## src/rtl/gcsd_pkg.sv

```systemverilog
// shared types, constants and helpers of the gnss cycle-slip detector
package gcsd_pkg;

	localparam int SAT_SLOTS  = 64;
	localparam int COUNT_BITS = 16;
	localparam int FRAC_BITS  = 16;

	localparam int VAL_W      = 48;
	localparam int GAP_W      = 21;
	localparam int SAT_W      = 6;
	localparam int SYS_W      = 2;
	localparam int EPOCH_W    = 16;
	localparam int LIM_W      = 20;
	localparam int MAXGAP_W   = 16;
	localparam int ARC_W      = COUNT_BITS;
	localparam int OUT_ARC_W  = 16;
	localparam int SLOTS      = 2 * SAT_SLOTS;
	localparam int SLOT_W     = $clog2(SLOTS);
	localparam int COEF_W     = 36;
	localparam int CHUNK_W    = VAL_W / 2;
	localparam int PROD_W     = CHUNK_W + COEF_W;
	localparam int FULL_W     = PROD_W + CHUNK_W;
	localparam int TERM_W     = FULL_W - 32;
	localparam int ACC_W      = TERM_W + 3;
	localparam int DVD_W      = ((LIM_W > ARC_W) ? LIM_W : ARC_W) + 1;

	localparam int NUM_PRODUCTS = 10;
	localparam int STEP_W       = $clog2(2 * NUM_PRODUCTS + 3);
	localparam int FINAL_STEP   = 2 * NUM_PRODUCTS + 2;

	localparam logic [SYS_W-1:0] SYS_GPS = 2'd0;
	localparam logic [SYS_W-1:0] SYS_BDS = 2'd1;

	localparam logic [ARC_W-1:0] ARC_MAX = '1;

	// register reset values, capped to the register width
	localparam longint WL_RAW = longint'(3) << (FRAC_BITS - 1);
	localparam longint GF_RAW = longint'(1) << (FRAC_BITS - 1);
	localparam logic [LIM_W-1:0] WL_LIMIT_RESET =
		(WL_RAW > 64'hFFFFF) ? 20'hFFFFF : LIM_W'(WL_RAW);
	localparam logic [LIM_W-1:0] GF_LIMIT_RESET =
		(GF_RAW > 64'hFFFFF) ? 20'hFFFFF : LIM_W'(GF_RAW);
	localparam logic [MAXGAP_W-1:0] MAX_GAP_RESET = 16'd1100;

	// q32 combination coefficients, rounded half up
	localparam logic [63:0] LIGHT   = 64'd299792458;
	localparam logic [63:0] Q32_ONE = 64'd4294967296;

	localparam logic [63:0] DEN_WL_GPS = 64'd10230000 * 64'd34;
	localparam logic [63:0] DEN_G1_GPS = 64'd10230000 * 64'd154;
	localparam logic [63:0] DEN_G2_GPS = 64'd10230000 * 64'd120;
	localparam logic [63:0] DEN_WL_BDS = 64'd2046000 * 64'd143;
	localparam logic [63:0] DEN_G1_BDS = 64'd2046000 * 64'd763;
	localparam logic [63:0] DEN_G2_BDS = 64'd2046000 * 64'd620;

	localparam logic [COEF_W-1:0] CK_WL_GPS =
		COEF_W'((LIGHT * Q32_ONE + DEN_WL_GPS / 2) / DEN_WL_GPS);
	localparam logic [COEF_W-1:0] CK_N1_GPS =
		COEF_W'((64'd154 * Q32_ONE + 64'd274 / 2) / 64'd274);
	localparam logic [COEF_W-1:0] CK_N2_GPS =
		COEF_W'((64'd120 * Q32_ONE + 64'd274 / 2) / 64'd274);
	localparam logic [COEF_W-1:0] CK_G1_GPS =
		COEF_W'((LIGHT * Q32_ONE + DEN_G1_GPS / 2) / DEN_G1_GPS);
	localparam logic [COEF_W-1:0] CK_G2_GPS =
		COEF_W'((LIGHT * Q32_ONE + DEN_G2_GPS / 2) / DEN_G2_GPS);
	localparam logic [COEF_W-1:0] CK_K1_GPS =
		COEF_W'((64'd23716 * Q32_ONE + 64'd9316 / 2) / 64'd9316);
	localparam logic [COEF_W-1:0] CK_K2_GPS =
		COEF_W'((64'd14400 * Q32_ONE + 64'd9316 / 2) / 64'd9316);

	localparam logic [COEF_W-1:0] CK_WL_BDS =
		COEF_W'((LIGHT * Q32_ONE + DEN_WL_BDS / 2) / DEN_WL_BDS);
	localparam logic [COEF_W-1:0] CK_N1_BDS =
		COEF_W'((64'd763 * Q32_ONE + 64'd1383 / 2) / 64'd1383);
	localparam logic [COEF_W-1:0] CK_N2_BDS =
		COEF_W'((64'd620 * Q32_ONE + 64'd1383 / 2) / 64'd1383);
	localparam logic [COEF_W-1:0] CK_G1_BDS =
		COEF_W'((LIGHT * Q32_ONE + DEN_G1_BDS / 2) / DEN_G1_BDS);
	localparam logic [COEF_W-1:0] CK_G2_BDS =
		COEF_W'((LIGHT * Q32_ONE + DEN_G2_BDS / 2) / DEN_G2_BDS);
	localparam logic [COEF_W-1:0] CK_K1_BDS =
		COEF_W'((64'd582169 * Q32_ONE + 64'd197769 / 2) / 64'd197769);
	localparam logic [COEF_W-1:0] CK_K2_BDS =
		COEF_W'((64'd384400 * Q32_ONE + 64'd197769 / 2) / 64'd197769);

	typedef enum logic [2:0] {
		OUT_OK          = 3'd0,
		OUT_ARC_START   = 3'd1,
		OUT_MISSING     = 3'd2,
		OUT_UNSUPPORTED = 3'd3,
		OUT_NEW_SAT     = 3'd4,
		OUT_GAP         = 3'd5,
		OUT_SLIP        = 3'd6
	} outcome_t;

	typedef enum logic [1:0] {
		REG_WL_LIMIT = 2'd0,
		REG_GF_LIMIT = 2'd1,
		REG_MAX_GAP  = 2'd2
	} reg_idx_t;

	// product order of the combination sequencer
	typedef enum logic [3:0] {
		PR_L1_WL = 4'd0,
		PR_L2_WL = 4'd1,
		PR_P1_N1 = 4'd2,
		PR_P2_N2 = 4'd3,
		PR_L1_G1 = 4'd4,
		PR_L2_G2 = 4'd5,
		PR_P1_K1 = 4'd6,
		PR_P2_K2 = 4'd7,
		PR_L1_K1 = 4'd8,
		PR_L2_K2 = 4'd9
	} prod_t;

	typedef enum logic [2:0] {
		UPD_IDLE,
		UPD_READ,
		UPD_DIV,
		UPD_MEAN,
		UPD_WRITE
	} upd_state_t;

	typedef struct packed {
		logic [LIM_W-1:0]    widelane_jump_limit;
		logic [LIM_W-1:0]    gf_jump_limit;
		logic [MAXGAP_W-1:0] max_epoch_gap_ms;
	} cfg_t;

	typedef struct packed {
		logic                    first_of_epoch;
		logic [SYS_W-1:0]        gnss_system;
		logic [SAT_W-1:0]        sat_number;
		logic                    missing;
		logic signed [GAP_W-1:0] epoch_gap_ms;
		logic signed [VAL_W-1:0] mw;
		logic signed [VAL_W-1:0] gf;
		logic signed [VAL_W-1:0] ifc;
		logic signed [VAL_W-1:0] ifp;
	} comb_t;

	typedef struct packed {
		logic [EPOCH_W-1:0]      tag;
		logic [ARC_W-1:0]        arc;
		logic signed [VAL_W-1:0] smooth;
		logic signed [VAL_W-1:0] gf;
	} entry_t;

	function automatic logic signed [VAL_W-1:0] sat_val(input logic signed [ACC_W-1:0] v);
		logic [ACC_W-VAL_W:0] top;
		top = v[ACC_W-1:VAL_W-1];
		if ((&top) || !(|top))
			return v[VAL_W-1:0];
		else if (v[ACC_W-1])
			return {1'b1, {(VAL_W-1){1'b0}}};
		else
			return {1'b0, {(VAL_W-1){1'b1}}};
	endfunction

endpackage

```

## src/rtl/gcsd_ifs.sv

```systemverilog
// observation and result channel interfaces
interface gcsd_obs_if import gcsd_pkg::*; ();
	logic                    valid;
	logic                    ready;
	logic                    first_of_epoch;
	logic [SYS_W-1:0]        gnss_system;
	logic [SAT_W-1:0]        sat_number;
	logic signed [VAL_W-1:0] code_range_1;
	logic signed [VAL_W-1:0] code_range_2;
	logic signed [VAL_W-1:0] carrier_phase_1;
	logic signed [VAL_W-1:0] carrier_phase_2;
	logic signed [GAP_W-1:0] epoch_gap_ms;

	modport source(output valid, first_of_epoch, gnss_system, sat_number, code_range_1,
		code_range_2, carrier_phase_1, carrier_phase_2, epoch_gap_ms, input ready);
	modport sink(input valid, first_of_epoch, gnss_system, sat_number, code_range_1,
		code_range_2, carrier_phase_1, carrier_phase_2, epoch_gap_ms, output ready);
endinterface


```

## src/rtl/gcsd_comb.sv

```systemverilog
// combination unit: forms mw, gf and iono-free values with one shared 24x36 multiplier
module gcsd_comb import gcsd_pkg::*; (
	input  logic       clk,
	input  logic       arst_n,
	gcsd_obs_if.sink   obs,
	output logic       comb_valid,
	input  logic       comb_ready,
	output comb_t      comb_data
);

	logic                    busy_q;
	logic [STEP_W-1:0]       step_q;
	logic                    first_q;
	logic [SYS_W-1:0]        sys_q;
	logic [SAT_W-1:0]        sat_q;
	logic                    missing_q;
	logic signed [GAP_W-1:0] gap_q;
	logic signed [VAL_W-1:0] p1_q, p2_q, l1_q, l2_q;

	logic [PROD_W-1:0]       prod_s1;
	logic                    prod_v_s1;
	prod_t                   prod_j_s1;
	logic                    prod_h_s1;
	logic                    prod_neg_s1;
	logic [PROD_W-1:0]       lo_q;

	logic [TERM_W-1:0]       term_s2;
	logic                    term_v_s2;
	prod_t                   term_j_s2;
	logic                    term_neg_s2;

	logic signed [ACC_W-1:0] acc_mw_q, acc_gf_q, acc_ifc_q, acc_ifp_q;

	logic                    out_valid_q;
	comb_t                   out_q;

	prod_t                   j;
	logic                    h;
	logic                    issue;
	logic                    bds;
	logic signed [VAL_W-1:0] op;
	logic [COEF_W-1:0]       coef;
	logic [VAL_W-1:0]        ua;
	logic [CHUNK_W-1:0]      chunk;
	logic [FULL_W-1:0]       full;
	logic                    sub;
	logic signed [ACC_W-1:0] t_mag, t_signed;
	logic                    accept, load;

	assign accept   = obs.valid && obs.ready;
	assign obs.ready = !busy_q;
	assign load     = busy_q && (step_q == STEP_W'(FINAL_STEP)) && (!out_valid_q || comb_ready);

	assign j     = prod_t'(step_q[STEP_W-1:1]);
	assign h     = step_q[0];
	assign issue = busy_q && (step_q < STEP_W'(2 * NUM_PRODUCTS));
	assign bds   = (sys_q == SYS_BDS);

	always_comb begin
		case (j)
			PR_L1_WL: begin op = l1_q; coef = bds ? CK_WL_BDS : CK_WL_GPS; end
			PR_L2_WL: begin op = l2_q; coef = bds ? CK_WL_BDS : CK_WL_GPS; end
			PR_P1_N1: begin op = p1_q; coef = bds ? CK_N1_BDS : CK_N1_GPS; end
			PR_P2_N2: begin op = p2_q; coef = bds ? CK_N2_BDS : CK_N2_GPS; end
			PR_L1_G1: begin op = l1_q; coef = bds ? CK_G1_BDS : CK_G1_GPS; end
			PR_L2_G2: begin op = l2_q; coef = bds ? CK_G2_BDS : CK_G2_GPS; end
			PR_P1_K1: begin op = p1_q; coef = bds ? CK_K1_BDS : CK_K1_GPS; end
			PR_P2_K2: begin op = p2_q; coef = bds ? CK_K2_BDS : CK_K2_GPS; end
			PR_L1_K1: begin op = l1_q; coef = bds ? CK_K1_BDS : CK_K1_GPS; end
			PR_L2_K2: begin op = l2_q; coef = bds ? CK_K2_BDS : CK_K2_GPS; end
			default:  begin op = '0;   coef = '0; end
		endcase
		ua    = op[VAL_W-1] ? VAL_W'(-op) : VAL_W'(op);
		chunk = h ? ua[VAL_W-1:CHUNK_W] : ua[CHUNK_W-1:0];
	end

	// rounding of the magnitude product to q0, then sign and sum
	always_comb begin
		full     = {prod_s1, {CHUNK_W{1'b0}}} + FULL_W'(lo_q) + FULL_W'(64'h80000000);
		t_mag    = $signed({3'b000, term_s2});
		case (term_j_s2) inside
			PR_L2_WL, PR_P1_N1, PR_P2_N2, PR_L2_G2, PR_P2_K2, PR_L2_K2: sub = 1'b1;
			default: sub = 1'b0;
		endcase
		t_signed = (term_neg_s2 ^ sub) ? -t_mag : t_mag;
	end

	always_ff @(posedge clk or negedge arst_n) begin
		if (!arst_n) begin
			busy_q      <= 1'b0;
			step_q      <= '0;
			prod_v_s1   <= 1'b0;
			term_v_s2   <= 1'b0;
			out_valid_q <= 1'b0;
		end else begin
			if (accept) begin
				busy_q <= 1'b1;
				step_q <= '0;
			end else if (load) begin
				busy_q <= 1'b0;
			end else if (busy_q && step_q != STEP_W'(FINAL_STEP)) begin
				step_q <= step_q + 1'b1;
			end
			prod_v_s1 <= issue;
			term_v_s2 <= prod_v_s1 && prod_h_s1;
			if (load)
				out_valid_q <= 1'b1;
			else if (comb_ready)
				out_valid_q <= 1'b0;
		end
	end

	always_ff @(posedge clk) begin
		if (accept) begin
			first_q   <= obs.first_of_epoch;
			sys_q     <= obs.gnss_system;
			sat_q     <= obs.sat_number;
			gap_q     <= obs.epoch_gap_ms;
			p1_q      <= obs.code_range_1;
			p2_q      <= obs.code_range_2;
			l1_q      <= obs.carrier_phase_1;
			l2_q      <= obs.carrier_phase_2;
			missing_q <= (obs.code_range_1 == '0) || (obs.code_range_2 == '0) ||
				(obs.carrier_phase_1 == '0) || (obs.carrier_phase_2 == '0);
			acc_mw_q  <= '0;
			acc_gf_q  <= '0;
			acc_ifc_q <= '0;
			acc_ifp_q <= '0;
		end else if (term_v_s2) begin
			case (term_j_s2) inside
				PR_L1_WL, PR_L2_WL, PR_P1_N1, PR_P2_N2: acc_mw_q  <= acc_mw_q + t_signed;
				PR_L1_G1, PR_L2_G2:                     acc_gf_q  <= acc_gf_q + t_signed;
				PR_P1_K1, PR_P2_K2:                     acc_ifc_q <= acc_ifc_q + t_signed;
				default:                                acc_ifp_q <= acc_ifp_q + t_signed;
			endcase
		end

		prod_s1     <= PROD_W'(chunk) * PROD_W'(coef);
		prod_j_s1   <= j;
		prod_h_s1   <= h;
		prod_neg_s1 <= op[VAL_W-1];

		if (prod_v_s1 && !prod_h_s1)
			lo_q <= prod_s1;
		term_s2     <= full[FULL_W-1:32];
		term_j_s2   <= prod_j_s1;
		term_neg_s2 <= prod_neg_s1;

		if (load) begin
			out_q.first_of_epoch <= first_q;
			out_q.gnss_system    <= sys_q;
			out_q.sat_number     <= sat_q;
			out_q.missing        <= missing_q;
			out_q.epoch_gap_ms   <= gap_q;
			out_q.mw             <= sat_val(acc_mw_q);
			out_q.gf             <= sat_val(acc_gf_q);
			out_q.ifc            <= sat_val(acc_ifc_q);
			out_q.ifp            <= sat_val(acc_ifp_q);
		end
	end

	assign comb_valid = out_valid_q;
	assign comb_data  = out_q;

endmodule

```

## src/flat_wrapper.sv

```systemverilog
// flat-port wrapper written by rule: the top's interface ports become plain ports
module gcsd_comb_flat import gcsd_pkg::*;
  (clk, arst_n, comb_valid, comb_ready, comb_data, obs_valid, obs_first_of_epoch, obs_gnss_system, obs_sat_number, obs_code_range_1, obs_code_range_2, obs_carrier_phase_1, obs_carrier_phase_2, obs_epoch_gap_ms, obs_ready);
  gcsd_obs_if obs_i ();
  input  logic clk;
  input  logic arst_n;
  output logic comb_valid;
  input  logic comb_ready;
  output comb_t comb_data;
  input wire logic [$bits(obs_i.valid)-1:0] obs_valid;
  input wire logic [$bits(obs_i.first_of_epoch)-1:0] obs_first_of_epoch;
  input wire logic [$bits(obs_i.gnss_system)-1:0] obs_gnss_system;
  input wire logic [$bits(obs_i.sat_number)-1:0] obs_sat_number;
  input wire logic [$bits(obs_i.code_range_1)-1:0] obs_code_range_1;
  input wire logic [$bits(obs_i.code_range_2)-1:0] obs_code_range_2;
  input wire logic [$bits(obs_i.carrier_phase_1)-1:0] obs_carrier_phase_1;
  input wire logic [$bits(obs_i.carrier_phase_2)-1:0] obs_carrier_phase_2;
  input wire logic [$bits(obs_i.epoch_gap_ms)-1:0] obs_epoch_gap_ms;
  output wire logic [$bits(obs_i.ready)-1:0] obs_ready;
  assign obs_i.valid = obs_valid;
  assign obs_i.first_of_epoch = obs_first_of_epoch;
  assign obs_i.gnss_system = obs_gnss_system;
  assign obs_i.sat_number = obs_sat_number;
  assign obs_i.code_range_1 = obs_code_range_1;
  assign obs_i.code_range_2 = obs_code_range_2;
  assign obs_i.carrier_phase_1 = obs_carrier_phase_1;
  assign obs_i.carrier_phase_2 = obs_carrier_phase_2;
  assign obs_i.epoch_gap_ms = obs_epoch_gap_ms;
  assign obs_ready = obs_i.ready;
  gcsd_comb u_core (.clk(clk), .arst_n(arst_n), .obs(obs_i), .comb_valid(comb_valid), .comb_ready(comb_ready), .comb_data(comb_data));
endmodule
```

## config.mk

```make
export PLATFORM = sky130hd
export DESIGN_NAME = gcsd_comb_flat
export DESIGN_NICKNAME = d
export VERILOG_FILES = /design/src/rtl/gcsd_pkg.sv /design/src/rtl/gcsd_ifs.sv /design/src/rtl/gcsd_comb.sv /design/src/flat_wrapper.sv
export SDC_FILE = /design/constraint.sdc
export NUM_CORES = 2
export LEC_CHECK = 0
export BUFFER_PORTS_ARGS = -buffer_cell sky130_fd_sc_hd__buf_2
export CORE_ASPECT_RATIO = 0.8
export CORE_MARGIN = 1.5
export CORE_UTILIZATION = 56
export DETAILED_ROUTE_END_ITERATION = 10
export PLACE_DENSITY = 0.77
export SYNTH_ARGS = -nofsm -noshare
export SYNTH_HDL_FRONTEND = slang
export SYNTH_SLANG_ARGS = --single-unit
```

## constraint.sdc

```tcl
create_clock -name clk -period 13.2 [get_ports clk]
set_input_delay 3.96 -clock clk [delete_from_list [all_inputs] [get_ports clk]]
set_output_delay 3.96 -clock clk [all_outputs]
set_load 0.01 [all_outputs]
```

-- Yosys cells after proc, flatten, opt, wreduce, memory -nomap -nowiden
Index checks and enable logic that the tools add are counted.
- register bits after elaboration: 858
- bits in latches: 0
- RAM bits: 0
- bits in read-only memories: 0
- output and inout port bits: 225
- logic and storage cells: 154
- memories kept: 0
- add/subtract/negate cells: 9
- multipliers: 1
- div/mod/pow operators: 0
- magnitude comparators: 1
- eq/ne operators: 21
- shift-type cells: 0
- multiplexer cells: 28
- bitwise logic cells: 4
- reductions and logical operators: 55
- operator list (operator ; count):
    48-bit 2-to-1 mux ; 9
    36-bit one-hot mux with 7 select lines ; 1
    55-bit adder ; 4
    48-bit zero test ; 4
    48-bit one-hot mux with 4 select lines ; 1
    84-bit by 32-bit adder with 84-bit output (second input constant) ; 1
    84-bit by 60-bit adder with 84-bit output ; 1
    26-bit 2-to-1 mux ; 3
    31-bit 2-to-1 mux ; 2
    24-bit by 36-bit multiplier with 60-bit output ; 1
    55-bit 2-to-1 mux ; 1
    52-bit negator with 55-bit output ; 1
    48-bit negator ; 1
    33-bit 2-to-1 mux ; 1
    4-bit by 3-bit equality test with 1-bit output (second input constant) ; 8
    8-bit AND reduction ; 4
    8-bit OR reduction ; 4
    25-bit 2-to-1 mux ; 1
    24-bit 2-to-1 mux ; 1
    4-bit by 2-bit equality test with 1-bit output (second input constant) ; 4
    5-bit 2-to-1 mux ; 3
    2-bit OR reduction ; 7
    4-bit equality test (second input constant) ; 3
    4-bit by 1-bit equality test with 1-bit output (second input constant) ; 2
    20 further kinds ; 51

-- Longest topological paths before layout
- depth in word-level cells: 7
- gate-level depth with buffers: 45
- gate-level depth less buffers: 42

-- Least setup slack after synthesis
Ideal clock, no wire load.
- path type: in2reg
- start: input port comb_ready
- end: register u_core.out_q (netlist bit u_core.comb_data[0]), enable pin
- arrival: 14.744 ns
- slack: -2.427 ns
- cell stages on the path: 2
- cells stage by stage: inv_1 > a21oi_1
- longest elaborated chain between the ends: 2
- RTL lines (what ; RTL line ; text):
    from (decl) ; flat_wrapper.sv:8 ; input logic comb_ready;
    1-bit logical OR ; gcsd_comb.sv:52 ; assign load = busy_q && (step_q == STEP_W'(FINAL_STEP)) && (!out_valid_q || comb_ready);
    1-bit logical AND ; gcsd_comb.sv:52 ;
    via u_core.load ; gcsd_comb.sv:48 ; logic accept, load;
    to (decl) ; gcsd_comb.sv:35 ; comb_t out_q;
The timed path passes the listed nets, and every way through them passes these cells.
A chain may end at the register's enable or synchronous reset.

-- Worst setup path in the final report
- start: register u_core.step_q[3]
- end: register u_core.prod_s1[59]
- longest elaborated chain between the ends: 7
- elaborated cells on any way between the ends: 23
- RTL lines (what ; RTL line ; text):
    from (decl) ; gcsd_comb.sv:12 ; logic [STEP_W-1:0] step_q;
    from (signal assigned) ; gcsd_comb.sv:102 ; step_q <= step_q + 1'b1;
    4-bit by 1-bit equality test with 1-bit output, or another cell as far along ; gcsd_comb.sv:60 ; case (j)
    3-bit OR reduction (no source line) / 2-bit OR reduction (equally long branches) ; n/a ;
    48-bit one-hot mux with 4 select lines ; gcsd_comb.sv:60 ;
    48-bit negator ; gcsd_comb.sv:73 ; ua = op[VAL_W-1] ? VAL_W'(-op) : VAL_W'(op);
    48-bit 2-to-1 mux ; gcsd_comb.sv:73 ;
    24-bit 2-to-1 mux ; gcsd_comb.sv:74 ; chunk = h ? ua[VAL_W-1:CHUNK_W] : ua[CHUNK_W-1:0];
    24-bit by 36-bit multiplier with 60-bit output (*) ; gcsd_comb.sv:138 ; prod_s1 <= PROD_W'(chunk) * PROD_W'(coef);
    to (signal assigned) ; gcsd_comb.sv:138 ;
    to (decl) ; gcsd_comb.sv:20 ; logic [PROD_W-1:0] prod_s1;
Mark *: on every way between the ends. The rest lies on a longest branch, timed or not.

==> flow_summary.toml <==
[sta]
rsz0062_at_grt = "no"
fin_tns_setup_ps = 0
tightest_slew_ps = 1310
max_freq_mhz = 84.1
setup_viol = 0
slew_viol_final = 0
holdWs_ps = 326
period_minus_slack_ps = 11890
fin_worst_skew_ps = 41.7
slew_headroom_pct = 12.5
finalHoldViolations = 0
timing.final.crit_share_pct = 90.1

[global_route]
grt_overflow = 0
antenna_found_initial = 2
grt_pass1_wl_mm = 337
grt_pass1_vias = 57500
grt_use_total_pct = 33.9
grt_max_degree = 153

[floorplanning]
ioPinCount = 451
dieArea_sq_um = 129000
die_x_microns = 402
num_rows = 116
core_area_sq_um = 126000
die_h_microns = 322
initial_core_util_pct = 56.7

[clock_tree]
cts_sinks = 834
ctsResizeCount = 0
clk_latency_ps = 690
cts-hold-fix-buffers = 0
htreeDepth = 3
cts_tree = "built"
clockBufferDepth = 3
cts_setup_buffers = 0
root_buffer = "clkbuf_16"
clk_pin_slew_ps = 70
cts_inserted_buffers = 82

[synthesis]
async_reset_ff_share_pct = 1.08
synth_common_cells = "1094 x nand2_1, 838 x inv_1, 708 x fa_1, 655 x nor2_1, 511 x a21oi_1"
synth_top_cells_by_area = "edfxtp_1 20%, fa_1 20%, dfxtp_1 9.6%, ha_1 8.5%, nand2_1 5.8%"
ys_types = 93
synth_top_cell_by_area = "edfxtp_1"
ys_warn_count = 0
synth.most_common_cell = "nand2_1"
seq_area_frac_synth_pct = 30.3
yosys.area.top_type_share_pct = 20.3
synth_seq_cells = 834
postSynthCellCount = 7698
ys.flop_type = "edfxtp_1"
syn_avg_cell_area_sq_um = 9.25
synth-edff-count = 482
synth_area_sq_um = 71200
synthesis.nets = 9114

[placed_design]
place_hpwl_mm = 168
placed_area_sq_um = 75300
io_buffers = 450
placed_cells = 9523
gp_congestion = 1.00

[worst_setup_path]
critPathMaxStageDelay_ps = 910
start_kind = "flop"
crit_required_ps = 13780
path_common_cell = "fa_1"
worstSetupPathType = "reg2reg"
arrival_ps = 12470
crit_slowest_cell = "a21oi_2"
crit_fanout = 31
worst_setup_path_end_kind = "flop"

[hold_path]
min_path_type = "reg2reg"

[routing]
postRouteAntennaNets = 0
dr_total_vias = 58600
route.detailed.drc = 0
drt_iter0_drc = 6007
wl_mm = 220
vias_per_cell = 6.05
firstDrtPassIters = 7
routedWlPerCell_microns = 22.8

[run]
cap_violations = 0

[cells_and_area]
final_cells = 9677
diodes = 0
drive_gt1_share_pct = 10.5
fin_area_sq_um = 78000
area_delta_synth_final_pct = 9.49
nets = 9371

[outcome]
status = "complete, no violations"
==> worst paths after layout <==
path / startpoint / endpoint / slack, ps / cells after the start
max in group asynchronous: arst_n / u_core.step_q[1] / 9830 / 1
setup reg to reg: u_core.step_q[3] / u_core.prod_s1[59] / 1310 / 37
hold / removal: u_core.prod_j_s1[1] / u_core.term_j_s2[1] / 330 / 0
hold reg to reg: u_core.prod_j_s1[1] / u_core.term_j_s2[1] / 330 / 0
min in group asynchronous: arst_n / u_core.step_q[2] / 3130 / 1
setup / recovery: u_core.step_q[3] / u_core.prod_s1[59] / 1310 / 37
==> registers in the layout (all words and copies together), names as in the netlist, 2 cells and up <==
signal	count
u_core.comb_data	223
u_core.prod_s1	60
u_core.acc_gf_q	55
u_core.acc_ifc_q	55
u_core.acc_ifp_q	55
u_core.acc_mw_q	55
u_core.term_s2	52
u_core.l1_q	48
u_core.l2_q	48
u_core.p1_q	48
u_core.p2_q	48
u_core.lo_q	36
u_core.gap_q	21
u_core.sat_q	6
u_core.step_q	5
u_core.prod_j_s1	4
u_core.term_j_s2	4
u_core.sys_q	2
==> cells by family after synthesis <==
family | share of synthesized area (%)
AO/OA/AOI/OAI | 14.2
XOR/XNOR | 4.65
adder cells (fa/ha/maj) | 28.4
buffers and inverters | 6.68
flip-flops | 30.3
multiplexers | 1.08
AND/OR/NAND/NOR | 14.7
==> cell usage in the layout (no fill, tap or decap), types with 102 or more instances in the layout <==
cell type,count
a21o_1,253
a21oi_1,507
buf_2,450
buf_4,102
dfxtp_1,343
edfxtp_1,482
fa_1,708
ha_1,482
inv_1,838
nand2_1,1094
nor2_1,644
o21ai_0,355
xnor2_1,223
xor2_1,120
==> layer usage <==
| metal | GRT usage [%] | wire (microns) |
|---|---|---|
| met5 | 0 | 0 |
| met4 | 15.4 | 11500 |
| met1 | 44.6 | 87600 |
| met3 | 8.71 | 23800 |
| met2 | 52.6 | 97500 |
==> final cells by class <==
type                    count  area, sq um
well taps                1652         2070
clock inverters            50          487
inverters                 841         3160
repair buffers            555         3080
fillers                 10500        47700
flip-flops and latches    834        21600
multi-input cells        5641        45400
clock buffers             104         2230
==> stage by stage <==
| step | utilization, % | setup slack, ps |
|---|---|---|
| after detailed placement | 59.9 | 1540 |
| after global routing | 62.0 | 796 |
| after floorplan | - | 1830 |
| after CTS | 62.0 | 1580 |
| final | 62.0 | 1310 |
| after global placement | 59.9 | 1890 |
==> worst max-delay path, delay by kind of cell (launching register included) <==
family	cells	cell delay, ps
AO/OA/AOI/OAI	10	3840
adder cells (fa/ha/maj)	8	3820
AND/OR/NAND/NOR	10	2290
buffers and inverters	7	1280
flip-flops	1	320
XOR/XNOR	2	240
Power is not shown: default switching activity piles up to over one toggle a cycle in this logic, so the estimate is an artifact.
